==> src/sv/psp_pkg.sv <==
// Package: widths, payload structs and cell data types of the proximity core.
`timescale 1ns / 1ps
package psp_pkg;
	localparam int CW     = 16;          // coordinate width
	localparam int DW     = CW + 1;      // coordinate difference width
	localparam int PW     = 2 * DW;      // product width
	localparam int NW     = PW + 1;      // dot product / divider remainder width
	localparam int UF     = 16;          // fractional bits of the projection parameter
	localparam int UW     = UF + 1;      // projection parameter width, covers 1.0
	localparam int SQW    = PW;          // squared distance width
	localparam int RTW    = SQW / 2;     // root width
	localparam int SRW    = RTW + 3;     // root remainder width
	localparam int DCELLS = UW;
	localparam int SCELLS = RTW;

	typedef struct packed {
		logic                 on;
		logic signed [CW-1:0] px;
		logic signed [CW-1:0] py;
		logic signed [CW-1:0] sx;
		logic signed [CW-1:0] sy;
		logic signed [DW-1:0] dx;
		logic signed [DW-1:0] dy;
	} geo_t;

	typedef struct packed {
		logic [NW-1:0] rem;
		logic [PW-1:0] den;
		logic [UW-1:0] quo;
	} div_t;

	typedef struct packed {
		logic                 on;
		logic signed [CW-1:0] fx;
		logic signed [CW-1:0] fy;
	} foot_t;

	typedef struct packed {
		logic [SQW-1:0] rad;
		logic [SRW-1:0] rem;
		logic [RTW-1:0] root;
	} sqt_t;
endpackage

==> src/sv/psp_sqrt_cell.sv <==
// One integer square root cell: consumes two radicand bits, yields one root bit.
`timescale 1ns / 1ps
module psp_sqrt_cell (
	input  logic           clk,
	input  logic           arst_n,
	input  logic           en,
	input  logic           v_in,
	input  psp_pkg::sqt_t  d_in,
	input  psp_pkg::foot_t f_in,
	output logic           v_out,
	output psp_pkg::sqt_t  d_out,
	output psp_pkg::foot_t f_out
);
	logic [psp_pkg::SRW-1:0] cur;
	logic [psp_pkg::SRW-1:0] trial;
	logic                    ge;
	psp_pkg::sqt_t           nxt;

	always_comb begin
		cur      = {d_in.rem[psp_pkg::SRW-3:0], d_in.rad[psp_pkg::SQW-1:psp_pkg::SQW-2]};
		trial    = {1'b0, d_in.root, 2'b01};
		ge       = cur >= trial;
		nxt.rem  = ge ? (cur - trial) : cur;
		nxt.root = {d_in.root[psp_pkg::RTW-2:0], ge};
		nxt.rad  = {d_in.rad[psp_pkg::SQW-3:0], 2'b00};
	end

	always_ff @(posedge clk or negedge arst_n) begin
		if (!arst_n) begin
			v_out <= 1'b0;
		end else if (en) begin
			v_out <= v_in;
		end
	end

	always_ff @(posedge clk) begin
		if (en) begin
			d_out <= nxt;
			f_out <= f_in;
		end
	end
endmodule

==> config.mk <==
export PLATFORM = sky130hd
export DESIGN_NAME = psp_sqrt_cell
export DESIGN_NICKNAME = d
export VERILOG_FILES = /design/src/sv/psp_pkg.sv /design/src/sv/psp_sqrt_cell.sv
export SDC_FILE = /design/constraint.sdc
export NUM_CORES = 1
export LEC_CHECK = 0
export BUFFER_PORTS_ARGS = -buffer_cell sky130_fd_sc_hd__buf_2
export CAP_MARGIN = 20
export CORE_ASPECT_RATIO = 1.75
export CORE_MARGIN = 2
export CORE_UTILIZATION = 35
export CTS_BUF_LIST = sky130_fd_sc_hd__clkbuf_8 sky130_fd_sc_hd__clkbuf_16
export CTS_CLUSTER_DIAMETER = 80
export DETAILED_ROUTE_END_ITERATION = 8
export GPL_ROUTABILITY_DRIVEN = 0
export GPL_TIMING_DRIVEN = 0
export SKIP_CTS_REPAIR_TIMING = 1
export SYNTH_ARGS = -nofsm -noshare
export SYNTH_HDL_FRONTEND = slang
export SYNTH_SLANG_ARGS = --single-unit
==> constraint.sdc <==
create_clock -name clk -period 2.2 [get_ports clk]
set_input_delay 0.66 -clock clk [delete_from_list [all_inputs] [get_ports clk]]
set_output_delay 0.66 -clock clk [all_outputs]
set_load 0.02 [all_outputs]
==> impl_metrics.env <==
export IMPL_final_antenna_net_count=0
export IMPL_setup_violations_final=21
export IMPL_avgSynthCellArea_sq_um=14.73
export IMPL_synth_edf_count=102
export IMPL_worst_slack_ns=-0.7976
export IMPL_post_dp_hpwl_mm=8.902
export IMPL_critPathLaunchType="input pin"
export IMPL_ys_ff_latch=103
export IMPL_synth_largest_area_cell="edfxtp_1"
export IMPL_criticalPathCategory="in2reg"
export IMPL_cts_buffer_depth=2
export IMPL_worst_setup_path_end_kind="register"
export IMPL_fin_tns_setup_ns=-14.10
export IMPL_antenna_found_initial=1
export IMPL_syn_inst=311
export IMPL_worstSkewPairLatency_ns=0.34
export IMPL_multi_input_area_sq_um=1528
export IMPL_cts_root_buf="clkbuf_16"
export IMPL_cts_buffers=9
export IMPL_grt_max_degree=78
export IMPL_n_fill_cell=1113
export IMPL_critPathSlowestCell="a2111oi_4"
export IMPL_worstMarginPinSlew_ns=0.5287
export IMPL_period_share_pct=136.3
export IMPL_ir_drop_v=0.0003683
export IMPL_finalMaxSlewViolations=0
export IMPL_p_total_mw=5.236
export IMPL_yosys_warnings=0
export IMPL_status="complete, but fails checks"
export IMPL_synthArstFlopShare_pct=0.9709
export IMPL_hold_viol_final=0
export IMPL_drcViolationCount=0
export IMPL_hold_path_class="in2async"
export IMPL_fmax_ghz=0.3336
export IMPL_synthTopCellsByArea="edfxtp_1, ha_1, mux2_2"
export IMPL_required_ns=2.30
export IMPL_die_h_um=155.4
export IMPL_skew_ns=0
export IMPL_io_pins=213
export IMPL_crit_chain="buf_8 > inv_8 > ha_4 > a21oi_4 > o21ai_2 > a221o_1 > a2111oi_4 > and2_4 > buf_6 > clkinv_8 > clkbuf_16 > mux2_4"
export IMPL_power_density_nw_per_um2=777.5
export IMPL_first_iter_violations=194
export IMPL_rsz0062_at_grt="true"
export IMPL_rows=55
export IMPL_slowest_delay_ns=0.49
export IMPL_timing_max_cap_violations=0
export IMPL_violations="setup timing"
export IMPL_netlist_cell_type_count=52
export IMPL_grt_pass1_vias=3422
export IMPL_worstPathArrival_ns=3.10
export IMPL_post_drt_wl_per_cell_um=16.35
export IMPL_critPathMaxFanout=5
export IMPL_cts_tree="built"
export IMPL_viasPerCell=4.753
export IMPL_die_area_sq_um=14060
export IMPL_clock_sinks=103
export IMPL_grt_overflow_total=0
export IMPL_regArea_sq_um=3088
export IMPL_yosysTopAreaCellShare_pct=66.85
export IMPL_period_needed_ns=2.998
export IMPL_synthToLayoutAreaGrowth_pct=46.97
export IMPL_yosysMostFrequentCell="edfxtp_1"
export IMPL_port_buffers=208
export IMPL_fp_dieW_um=90.49
export IMPL_clk_pin_slew_ns=0.08
export IMPL_grt_first_pass_wirelength_mm=17.57
export IMPL_vias=3517
export IMPL_core_sq_um=12870
export IMPL_seq_area_frac_synth_pct=67.39
export IMPL_drive_above_1_share_pct=55.28
export IMPL_wl_mm=12.10
export IMPL_htreeDepth=3
export IMPL_synth_area_sq_um=4582
export IMPL_synthFlopType="edfxtp_1"
export IMPL_nets=690
export IMPL_first_pass_iters=4
export IMPL_max_slew_margin_rel_pct=64.64
export IMPL_synthTopCellsByCount="edfxtp_1, inv_1, ha_1, a21oi_1, nand2_1"
export IMPL_start_util_pct=35.61
export IMPL_pre_cts_slack_ns=-1.447
export IMPL_p_leak_nw=2.975
export IMPL_grtUsageTotal_pct=16.18
==> report_power, final <==
group | switching [mW] | leakage, nW | internal [mW] | total [mW]
Sequential | 0.0436 | 1.01 | 2.37 | 2.42
Combinational | 0.699 | 1.82 | 0.560 | 1.26
Clock | 0.765 | 0.141 | 0.794 | 1.56
==> stage by stage <==
step | cells | hold slack, ns | util (%) | instance area (sq um)
after floorplan | 312 | 0.3644 | - | 4690
after global placement | 691 | 0.4352 | 46.19 | 5944
after detailed placement | 692 | 0.4362 | 46.43 | 5974
after CTS | 708 | 0.06218 | 48.69 | 6266
after global routing | 740 | 0.06467 | 52.33 | 6734
final | 740 | 0.07544 | 52.33 | 6734
==> area by class of cell <==
class	count	area share, %
tap	171	3.177
multi-input combinational	175	22.69
timing repair buffer	242	21.00
clock inverter	7	0.9848
sequential	103	45.86
inverter	23	1.616
clock buffer	9	3.344
buffer	9	1.301
antenna	1	0.03716
==> state kept, by name (all words and copies together), names as in the netlist <==
name	count
f_out	33
d_out	69
v_out	1
==> layout by cell type, fill, tap and decap left out, types with 3 or more instances in the layout <==
| cell type | Yosys | routed |
|---|---|---|
| buf_2 | 4 | 203 |
| edfxtp_1 | 102 | 102 |
| buf_4 | 2 | 29 |
| a21oi_1 | 17 | 17 |
| inv_1 | 22 | 16 |
| nor2_1 | 15 | 15 |
| nand2_1 | 17 | 14 |
| mux2_4 | 6 | 12 |
| ha_1 | 19 | 11 |
| buf_6 | 2 | 10 |
| xnor2_1 | 10 | 10 |
| clkbuf_16 | 0 | 10 |
| o21ai_0 | 11 | 9 |
| nand3_1 | 9 | 9 |
| ha_4 | 0 | 8 |
| inv_2 | 0 | 4 |
| nand4_1 | 4 | 4 |
| nand2_4 | 0 | 4 |
| buf_12 | 1 | 4 |
| a21o_1 | 5 | 4 |
| xor2_1 | 4 | 4 |
| o211ai_1 | 3 | 3 |
| a21oi_4 | 2 | 3 |
| nor3_1 | 3 | 3 |
| a31oi_1 | 4 | 3 |
| and3_1 | 3 | 3 |
==> worst paths after layout <==
kind	from	endpoint	slack, ns	cells past startpoint
worst max-delay path	d_in[7]	d_out[30]$_DFFE_PP_	-0.80	12
worst min-delay path	arst_n	v_out$_DFFE_PN0P_	0.08	1
worst max register to register	v_out$_DFFE_PN0P_	v_out$_DFFE_PN0P_	1.43	1
worst min register to register	v_out$_DFFE_PN0P_	v_out$_DFFE_PN0P_	0.54	1
max in group asynchronous	arst_n	v_out$_DFFE_PN0P_	2.04	1
min in group clk	d_in[66]	d_out[68]$_DFFE_PP_	0.48	1
==> worst max-delay path, delay by kind of cell <==
family / cells / cell delay (ns)
buffers and inverters: 5 / 0.47
adder cells (fa/ha/maj): 1 / 0.25
AO/OA/AOI/OAI: 4 / 1.19
multiplexers: 1 / 0.30
AND/OR/NAND/NOR: 1 / 0.22
==> layer usage <==
metal | vias up | routed length [um] | track usage (%)
li1 | 1683 | - | -
met1 | 1622 | 4392 | 16.66
met2 | 184 | 6433 | 28.93
met3 | 28 | 899 | 4.939
met4 | 0 | 376 | 9.084
met5 | - | 0 | 0
==> kinds of logic (layout without fill, tap and decap cells) <==
logic type	count (synthesis)	after routing	share of synthesized area [%]
simple gates	62	62	6.609
flops	103	103	67.39
fa+ha+maj	19	19	5.188
xor+xnor	14	14	2.676
buf+inv	34	290	3.850
other cells	1	3	0.08184
mux	16	16	4.369
compound gates	62	62	9.831
No activity file was read; power rests on OpenSTA's default activity.
