<file path="config.mk">
export PLATFORM = sky130hd
export DESIGN_NAME = psp_div_cell
export DESIGN_NICKNAME = d
export VERILOG_FILES = /design/src/sv/psp_pkg.sv /design/src/sv/psp_div_cell.sv
export SDC_FILE = /design/constraint.sdc
export NUM_CORES = 1
export LEC_CHECK = 0
export BUFFER_PORTS_ARGS = -buffer_cell sky130_fd_sc_hd__buf_4
export CORE_AREA = 2 2 146 148
export DETAILED_ROUTE_END_ITERATION = 10
export DIE_AREA = 0 0 148 150
export HOLD_SLACK_MARGIN = 0.06
export PLACE_DENSITY = 0.77
export SYNTH_ARGS = -nofsm -noshare
export SYNTH_HDL_FRONTEND = slang
export SYNTH_SLANG_ARGS = --single-unit
export TNS_END_PERCENT = 30
</file>
<file path="constraint.sdc">
create_clock -name clk -period 1.5 [get_ports clk]
set_input_delay 0.15 -clock clk [delete_from_list [all_inputs] [get_ports clk]]
set_output_delay 0.15 -clock clk [all_outputs]
set_load 0.01 [all_outputs]
</file>
<file path="src/sv/psp_pkg.sv">
// Package: widths, payload structs and cell data types of the proximity core.
`timescale 1ns / 1ps
package psp_pkg;
	localparam int CW     = 16;          // coordinate width
	localparam int DW     = CW + 1;      // coordinate difference width
	localparam int PW     = 2 * DW;      // product width
	localparam int NW     = PW + 1;      // dot product / divider remainder width
	localparam int UF     = 16;          // fractional bits of the projection parameter
	localparam int UW     = UF + 1;      // projection parameter width, covers 1.0
	localparam int SQW    = PW;          // squared distance width
	localparam int RTW    = SQW / 2;     // root width
	localparam int SRW    = RTW + 3;     // root remainder width
	localparam int DCELLS = UW;
	localparam int SCELLS = RTW;

	typedef struct packed {
		logic                 on;
		logic signed [CW-1:0] px;
		logic signed [CW-1:0] py;
		logic signed [CW-1:0] sx;
		logic signed [CW-1:0] sy;
		logic signed [DW-1:0] dx;
		logic signed [DW-1:0] dy;
	} geo_t;

	typedef struct packed {
		logic [NW-1:0] rem;
		logic [PW-1:0] den;
		logic [UW-1:0] quo;
	} div_t;

	typedef struct packed {
		logic                 on;
		logic signed [CW-1:0] fx;
		logic signed [CW-1:0] fy;
	} foot_t;

	typedef struct packed {
		logic [SQW-1:0] rad;
		logic [SRW-1:0] rem;
		logic [RTW-1:0] root;
	} sqt_t;
endpackage

</file>
<file path="src/sv/psp_div_cell.sv">
// One restoring-division cell: resolves one quotient bit per stage.
`timescale 1ns / 1ps
module psp_div_cell (
	input  logic           clk,
	input  logic           arst_n,
	input  logic           en,
	input  logic           v_in,
	input  psp_pkg::div_t  d_in,
	input  psp_pkg::geo_t  g_in,
	output logic           v_out,
	output psp_pkg::div_t  d_out,
	output psp_pkg::geo_t  g_out
);
	logic [psp_pkg::NW-1:0] den_ext;
	logic [psp_pkg::NW-1:0] diff;
	logic [psp_pkg::NW-1:0] r_sel;
	logic                   ge;
	psp_pkg::div_t          nxt;

	always_comb begin
		den_ext = {1'b0, d_in.den};
		ge      = d_in.rem >= den_ext;
		diff    = d_in.rem - den_ext;
		r_sel   = ge ? diff : d_in.rem;
		nxt.rem = {r_sel[psp_pkg::NW-2:0], 1'b0};
		nxt.den = d_in.den;
		nxt.quo = {d_in.quo[psp_pkg::UW-2:0], ge};
	end

	always_ff @(posedge clk or negedge arst_n) begin
		if (!arst_n) begin
			v_out <= 1'b0;
		end else if (en) begin
			v_out <= v_in;
		end
	end

	always_ff @(posedge clk) begin
		if (en) begin
			d_out <= nxt;
			g_out <= g_in;
		end
	end
endmodule

</file>
==> results of run 1 <==
state kept, by name, indices dropped and copies added (netlist names):
signal	cells
g_out	99
d_out	85
v_out	1
cells in the mapped netlist (3+ instances only):
library cell,number,area (µm²)
nand2_1,25,93.8
xor2_1,16,140
a21oi_1,53,265
nor3_1,6,30.0
o21ai_0,10,50.1
nor2_1,39,146
xnor2_1,16,140
a21oi_2,4,35.0
nor2b_1,3,18.8
nand4_1,6,37.5
ha_1,34,425
nand3_1,9,45.0
a31oi_1,4,25.0
and2_1,3,18.8
edfxtp_1,184,5530
o21a_1,5,37.5
o31ai_1,3,22.5
mux2_2,3,33.8
buf_6,4,45.0
inv_1,47,176
mux2_4,7,105
a21o_1,12,90.1
o21ai_1,6,30.0
o21bai_1,6,45.0
buf_2,4,20.0
power groups by stage:
stage / clock network [mW] / registers (mW) / logic, mW
floorplan: 0 / 6.77 / 1.04
global placement: 0 / 6.51 / 3.18
CTS: 4.64 / 6.42 / 3.89
detailed placement: 0 / 6.53 / 3.24
global route: 4.86 / 6.47 / 4.32
finish: 4.61 / 6.44 / 4.10
cells by family after synthesis:
logic type               Yosys count  synth area share (%)
AND/OR/NAND/NOR                   99                  5.54
multiplexers                      10                  1.74
XOR/XNOR                          32                  3.52
flip-flops                       185                  69.6
AO/OA/AOI/OAI                    127                  10.7
adder cells (fa/ha/maj)           35                  5.59
other                              1                0.0470
buffers and inverters             59                  3.28
per-stage QoR:
step	std cells	instance area [µm²]	hold slack, ns	total power [mW]	setup TNS, ns
global route	1518	15200	0.0650	15.7	-19.36
finish	1522	15200	0.0780	15.1	-17.06
detailed placement	1302	12200	-0.0645	9.77	-33.78
global placement	1302	12200	-0.0634	9.69	-32.71
floorplan	548	8210	-0.146	7.81	-20.79
CTS	1510	15000	0.0605	14.9	-15.40
routing by layer:
layer / wire length, µm / share of wire (%)
met5: 0 / 0
met4: 1250 / 3.9
met3: 2560 / 7.9
met2: 16500 / 51
met1: 11900 / 37
cell type report:
cell class                      instances  area, µm²  area share (%)
Inverter                               47        196            1.29
Clock inverter                         14        170            1.12
Sequential cell                       185       5550            36.6
Antenna cell                            5       12.5          0.0825
Tap cell                              275        344            2.27
Clock buffer                           18        429            2.83
Multi-Input combinational cell        304       2840            18.7
Timing Repair Buffer                  674       5630            37.1
how the worst max path moves through the flow:
stage              from             endpoint
2_1_floorplan  d_in[51]  d_out[84]$_DFFE_PP_
3_3_place_gp   d_in[51]  d_out[76]$_DFFE_PP_
3_5_place_dp   d_in[51]  d_out[78]$_DFFE_PP_
4_1_cts        d_in[51]  d_out[78]$_DFFE_PP_
5_1_grt        d_in[51]  d_out[76]$_DFFE_PP_
6_report       d_in[51]  d_out[76]$_DFFE_PP_
what timing repair did:
| item | CTS | global route |
|---|---|---|
| gates cloned | 1 | 0 |
| hold buffers | 157 | 1 |
| hold endpoints to repair | 156 | 1 |
| setup endpoints to repair | 35 | 35 |
| resized for setup | 66 | 26 |
| setup buffers | 18 | 6 |
| pin swaps | 23 | 25 |
==> out/qor.yml, run 1 <==
run_status:
  status: "finished with violations"
  violations: "setup timing"
yosys:
  synth-edff-count: 184
  synthFlopType: "edfxtp_1"
  syn_nets: 772
  synth_cell_types: 58
  syn-cell-area_um2: 7970
  synth_area_per_cell_um2: 14.5
  yosysWarnings: 0
  async_flop_share_pct: 0.541
  synth_seq_cells: 185
  netlist_instances: 548
  ys_seq_area_share_pct: 69.6
clock_network:
  cts_root_buf: "clkbuf_16"
  cts_max_path_buffers: 2
  cts_buffers: 17
  cts_max_level: 4
  clk_pin_slew_ns: 0.08
  clkSinkCount: 185
  cts_tree: "yes"
  clock_latency_ns: 0.42
power:
  p_int_mw: 10.8
  clkPwrFrac_pct: 30.5
  combPwrFrac_pct: 27.0
  swShare_pct: 28.7
  power.switching_mw: 4.35
  p_leak_nw: 6.57
  irDropWorstVdd_mv: 0.879
  seqPwrFrac_pct: 42.5
  powerDensity_nw_per_um2: 999
setup_path:
  cp-start-kind: "input pin"
  path_depth: 14
  crit_path_max_fanout: 3
  crit_family: "compound AO/OA/AOI/OAI gates"
  slowest_stage: "a2111oi_4"
  required_ns: 1.69
  critPathArrivalTime_ns: 2.37
  path_cells: "buf_12, inv_12, ha_4, inv_2, fa_2, a21oi_4, o221ai_4, a31oi_4, o21ai_4, a2111oi_4, buf_4, a21oi_2, xnor2_1, a21oi_1"
  cp_slowest_stage_delay_ns: 0.42
  r2r_cells: 1
  r2r_slack_ns: 0.70
  worstSetupPathType: "input pin to flop"
  r2r_start: "v_out$_DFFE_PN0P_"
  r2r-end: "v_out$_DFFE_PN0P_"
  critPathBufInv: 4
  crit_path_end_kind: "flop"
finish:
  layout-drive-gt1-share_pct: 52.4
  fillCellCount: 1276
  layout_commonest_cell: "buf_4"
  area_delta_synth_final_pct: 90.3
  final_core_util_pct: 73.3
  fin_nets: 1453
  most-common-layout-cells: "buf_4, edfxtp_1, dlygate4sd3_1"
global_route:
  overflow: 0
  track_usage_pct: 27.8
  gr-usage-met1_pct: 31.3
  busiest_layer: "met2"
  antenna_found_initial: 3
  grt_pass1_wl_um: 45800
  grtUsageMet3_pct: 8.17
  grt_use_met2_pct: 49.3
  grt_start_max_net_pins: 33
  grt_pass1_vias: 7839
placed_design:
  hpwl_um: 21100
  port_buffers: 372
  pre_cts_slack_ns: -1.09
  gp_congestion: 0.903
die:
  initial_core_util_pct: 38.5
  num_io_pins: 375
  fp-row-count: 53
  die_area_um2: 22200
  die_w_um: 148
  core_um2: 20700
  die_h_um: 150
sta:
  fmax_mhz: 459
  finalSetupViolations: 35
  rsz0062_at_grt: "true"
  setup_ws_ns: -0.680
  hold_viol: 0
  final.period_utilization_pct: 145
  timing.final.crit_period_ns: 2.18
  slew_viol_final: 0
  finClkSkew_ns: 0
drt:
  vias: 7447
  drt-vias-per-instance: 4.89
  drt_iter0_drc: 424
  drc_errors: 0
  drt-total-wl_um: 32200
  ant_nets: 0
  drtPass1Iterations: 4
  wl_per_cell_um: 21.2
hold_path:
  hold_end: "d_out[60]$_DFFE_PP_"
  hold_path.class: "input pin to flop"
  whs_path_depth: 3
  min_from: "d_in[59]"
run:
  drv_cap: 0
No activity file was read; power rests on OpenSTA's default activity.
==> run 2: changes to the inputs <==
MAX_ROUTING_LAYER = met4   (was not set)
==> out/qor.yml, run 2 (synthesized netlist as in run 1, its figures left out) <==
finish:
  area_delta_synth_final_pct: 90.3
  fin_nets: 1454
  reg.largest.list: "g_out (99), d_out (85), v_out (1)"
  largest_register_ffs: 99
  top_register: "g_out"
  final_core_util_pct: 73.3
  final_area_um2: 15200
  layout_commonest_cell: "buf_4"
  layout-drive-gt1-share_pct: 52.5
  most-common-layout-cells: "buf_4, edfxtp_1, dlygate4sd3_1"
clock_network:
  clkSinkCount: 185
  cts_max_path_buffers: 2
  cts_tree: "yes"
  cts_buffers: 17
  clock_latency_ns: 0.42
  cts_root_buf: "clkbuf_16"
  clk_pin_slew_ns: 0.08
  cts_max_level: 4
setup_path:
  crit_path_max_fanout: 3
  crit_path_end_kind: "flop"
  critPathArrivalTime_ns: 2.38
  required_ns: 1.69
  cp-start-kind: "input pin"
  worstSetupPathType: "input pin to flop"
  r2r_slack_ns: 0.70
global_route:
  overflow: 0
  grt_pass1_vias: 7853
  antenna_found_initial: 3
  grt_pass1_wl_um: 45700
  grt_start_max_net_pins: 33
  track_usage_pct: 28.6
sta:
  slew_viol_final: 0
  fmax_mhz: 456
  whs_ns: 0.0693
  final.period_utilization_pct: 146
  finalSetupViolations: 35
  rsz0062_at_grt: "true"
  setup_ws_ns: -0.691
  timing.final.crit_period_ns: 2.19
  hold_viol: 0
  finClkSkew_ns: 0
power:
  powerDensity_nw_per_um2: 998
  irDropWorstVdd_mv: 0.880
  clkPwrFrac_pct: 30.4
  p_leak_nw: 6.58
  power.switching_mw: 4.34
  combPwrFrac_pct: 27.0
  swShare_pct: 28.7
  p_int_mw: 10.8
  seqPwrFrac_pct: 42.5
run:
  drv_cap: 0
hold_path:
  hold_path.class: "input pin to flop"
placed_design:
  hpwl_um: 21100
  port_buffers: 372
  dpl_cell_area_um2: 12200
  gp_congestion: 0.918
die:
  num_io_pins: 375
  initial_core_util_pct: 38.5
  die_h_um: 150
  die_area_um2: 22200
  core_um2: 20700
  die_w_um: 148
  fp-row-count: 53
run_status:
  status: "finished with violations"
  violations: "setup timing"
drt:
  wl_per_cell_um: 21.2
  wl_met2_um: 16700
  met1_length_um: 12100
  ant_nets: 0
  drt-total-wl_um: 32300
  drc_errors: 0
  wl_met3_um: 2240
  vias: 7462
  drt_iter0_drc: 449
  drtPass1Iterations: 5
  highest-signal-layer: "met4"
  drt-vias-per-instance: 4.90
## run 2: cell count changes in the layout (fill, tap and decap cells not counted)
| cell | change |
|---|---|
| buf_6 | -1 |
| diode_2 | -1 |
| buf_4 | +2 |
## run 2: final timing paths
path | startpoint | endpoint | depth (start not counted)
worst min-delay path | d_in[59] | d_out[60]$_DFFE_PP_ | 3
worst min register to register | v_out$_DFFE_PN0P_ | v_out$_DFFE_PN0P_ | 1
min in group asynchronous | arst_n | v_out$_DFFE_PN0P_ | 3
worst max-delay path | d_in[51] | d_out[76]$_DFFE_PP_ | 14
max in group asynchronous | arst_n | v_out$_DFFE_PN0P_ | 3
worst max register to register | v_out$_DFFE_PN0P_ | v_out$_DFFE_PN0P_ | 1
## run 2: layout make-up
type / instances / area (µm²)
inverters: 47 / 196
flip-flops and latches: 185 / 5550
repair buffers: 675 / 5630
multi-input cells: 304 / 2840
clock inverters: 14 / 170
well taps: 275 / 344
fillers: 1270 / 5520
diodes: 4 / 10.0
clock buffers: 18 / 429
## run 2: power by group through the flow
| stage | logic, mW | clock network (mW) | registers [mW] |
|---|---|---|---|
| after floorplan | 1.04 | 0 | 6.77 |
| after global placement | 3.18 | 0 | 6.51 |
| after detailed placement | 3.24 | 0 | 6.53 |
| after CTS | 3.89 | 4.64 | 6.42 |
| after global routing | 4.31 | 4.87 | 6.47 |
| final | 4.09 | 4.61 | 6.44 |
## run 2: critical path, stage by stage
cell and delay [ns]:
buf_12 0.11, inv_12 0.04, ha_4 0.12, inv_2 0.04
fa_2 0.36, a21oi_4 0.18, o221ai_4 0.13, a31oi_4 0.25
o21ai_4 0.10, a2111oi_4 0.42, buf_4 0.19, a21oi_2 0.05
xnor2_1 0.14, a21oi_1 0.08
## run 2: routing by layer
metal | vias up | track usage, %
met4 | 0 | 12.0
met3 | 84 | 7.62
met1 | 3615 | 31.4
met5 | - | -
met2 | 345 | 49.3
li1 | 3418 | -
## run 2: repair_timing
action	4_1_cts	5_1_grt
hold buffers	157	1
pin swaps	23	25
setup endpoints to repair	35	35
buffers inserted	18	7
resized for setup	66	25
gates cloned	1	0
hold endpoints to repair	156	1
## run 2: through the flow
stage               TNS, ns  total power, mW  instances  setup WS [ns]
floorplan            -20.79             7.81        548         -0.730
global placement     -32.71             9.69       1302          -1.05
detailed placement   -33.78             9.77       1302          -1.09
CTS                  -15.40             14.9       1510         -0.614
global route         -19.50             15.7       1521         -0.775
finish               -17.06             15.1       1522         -0.691
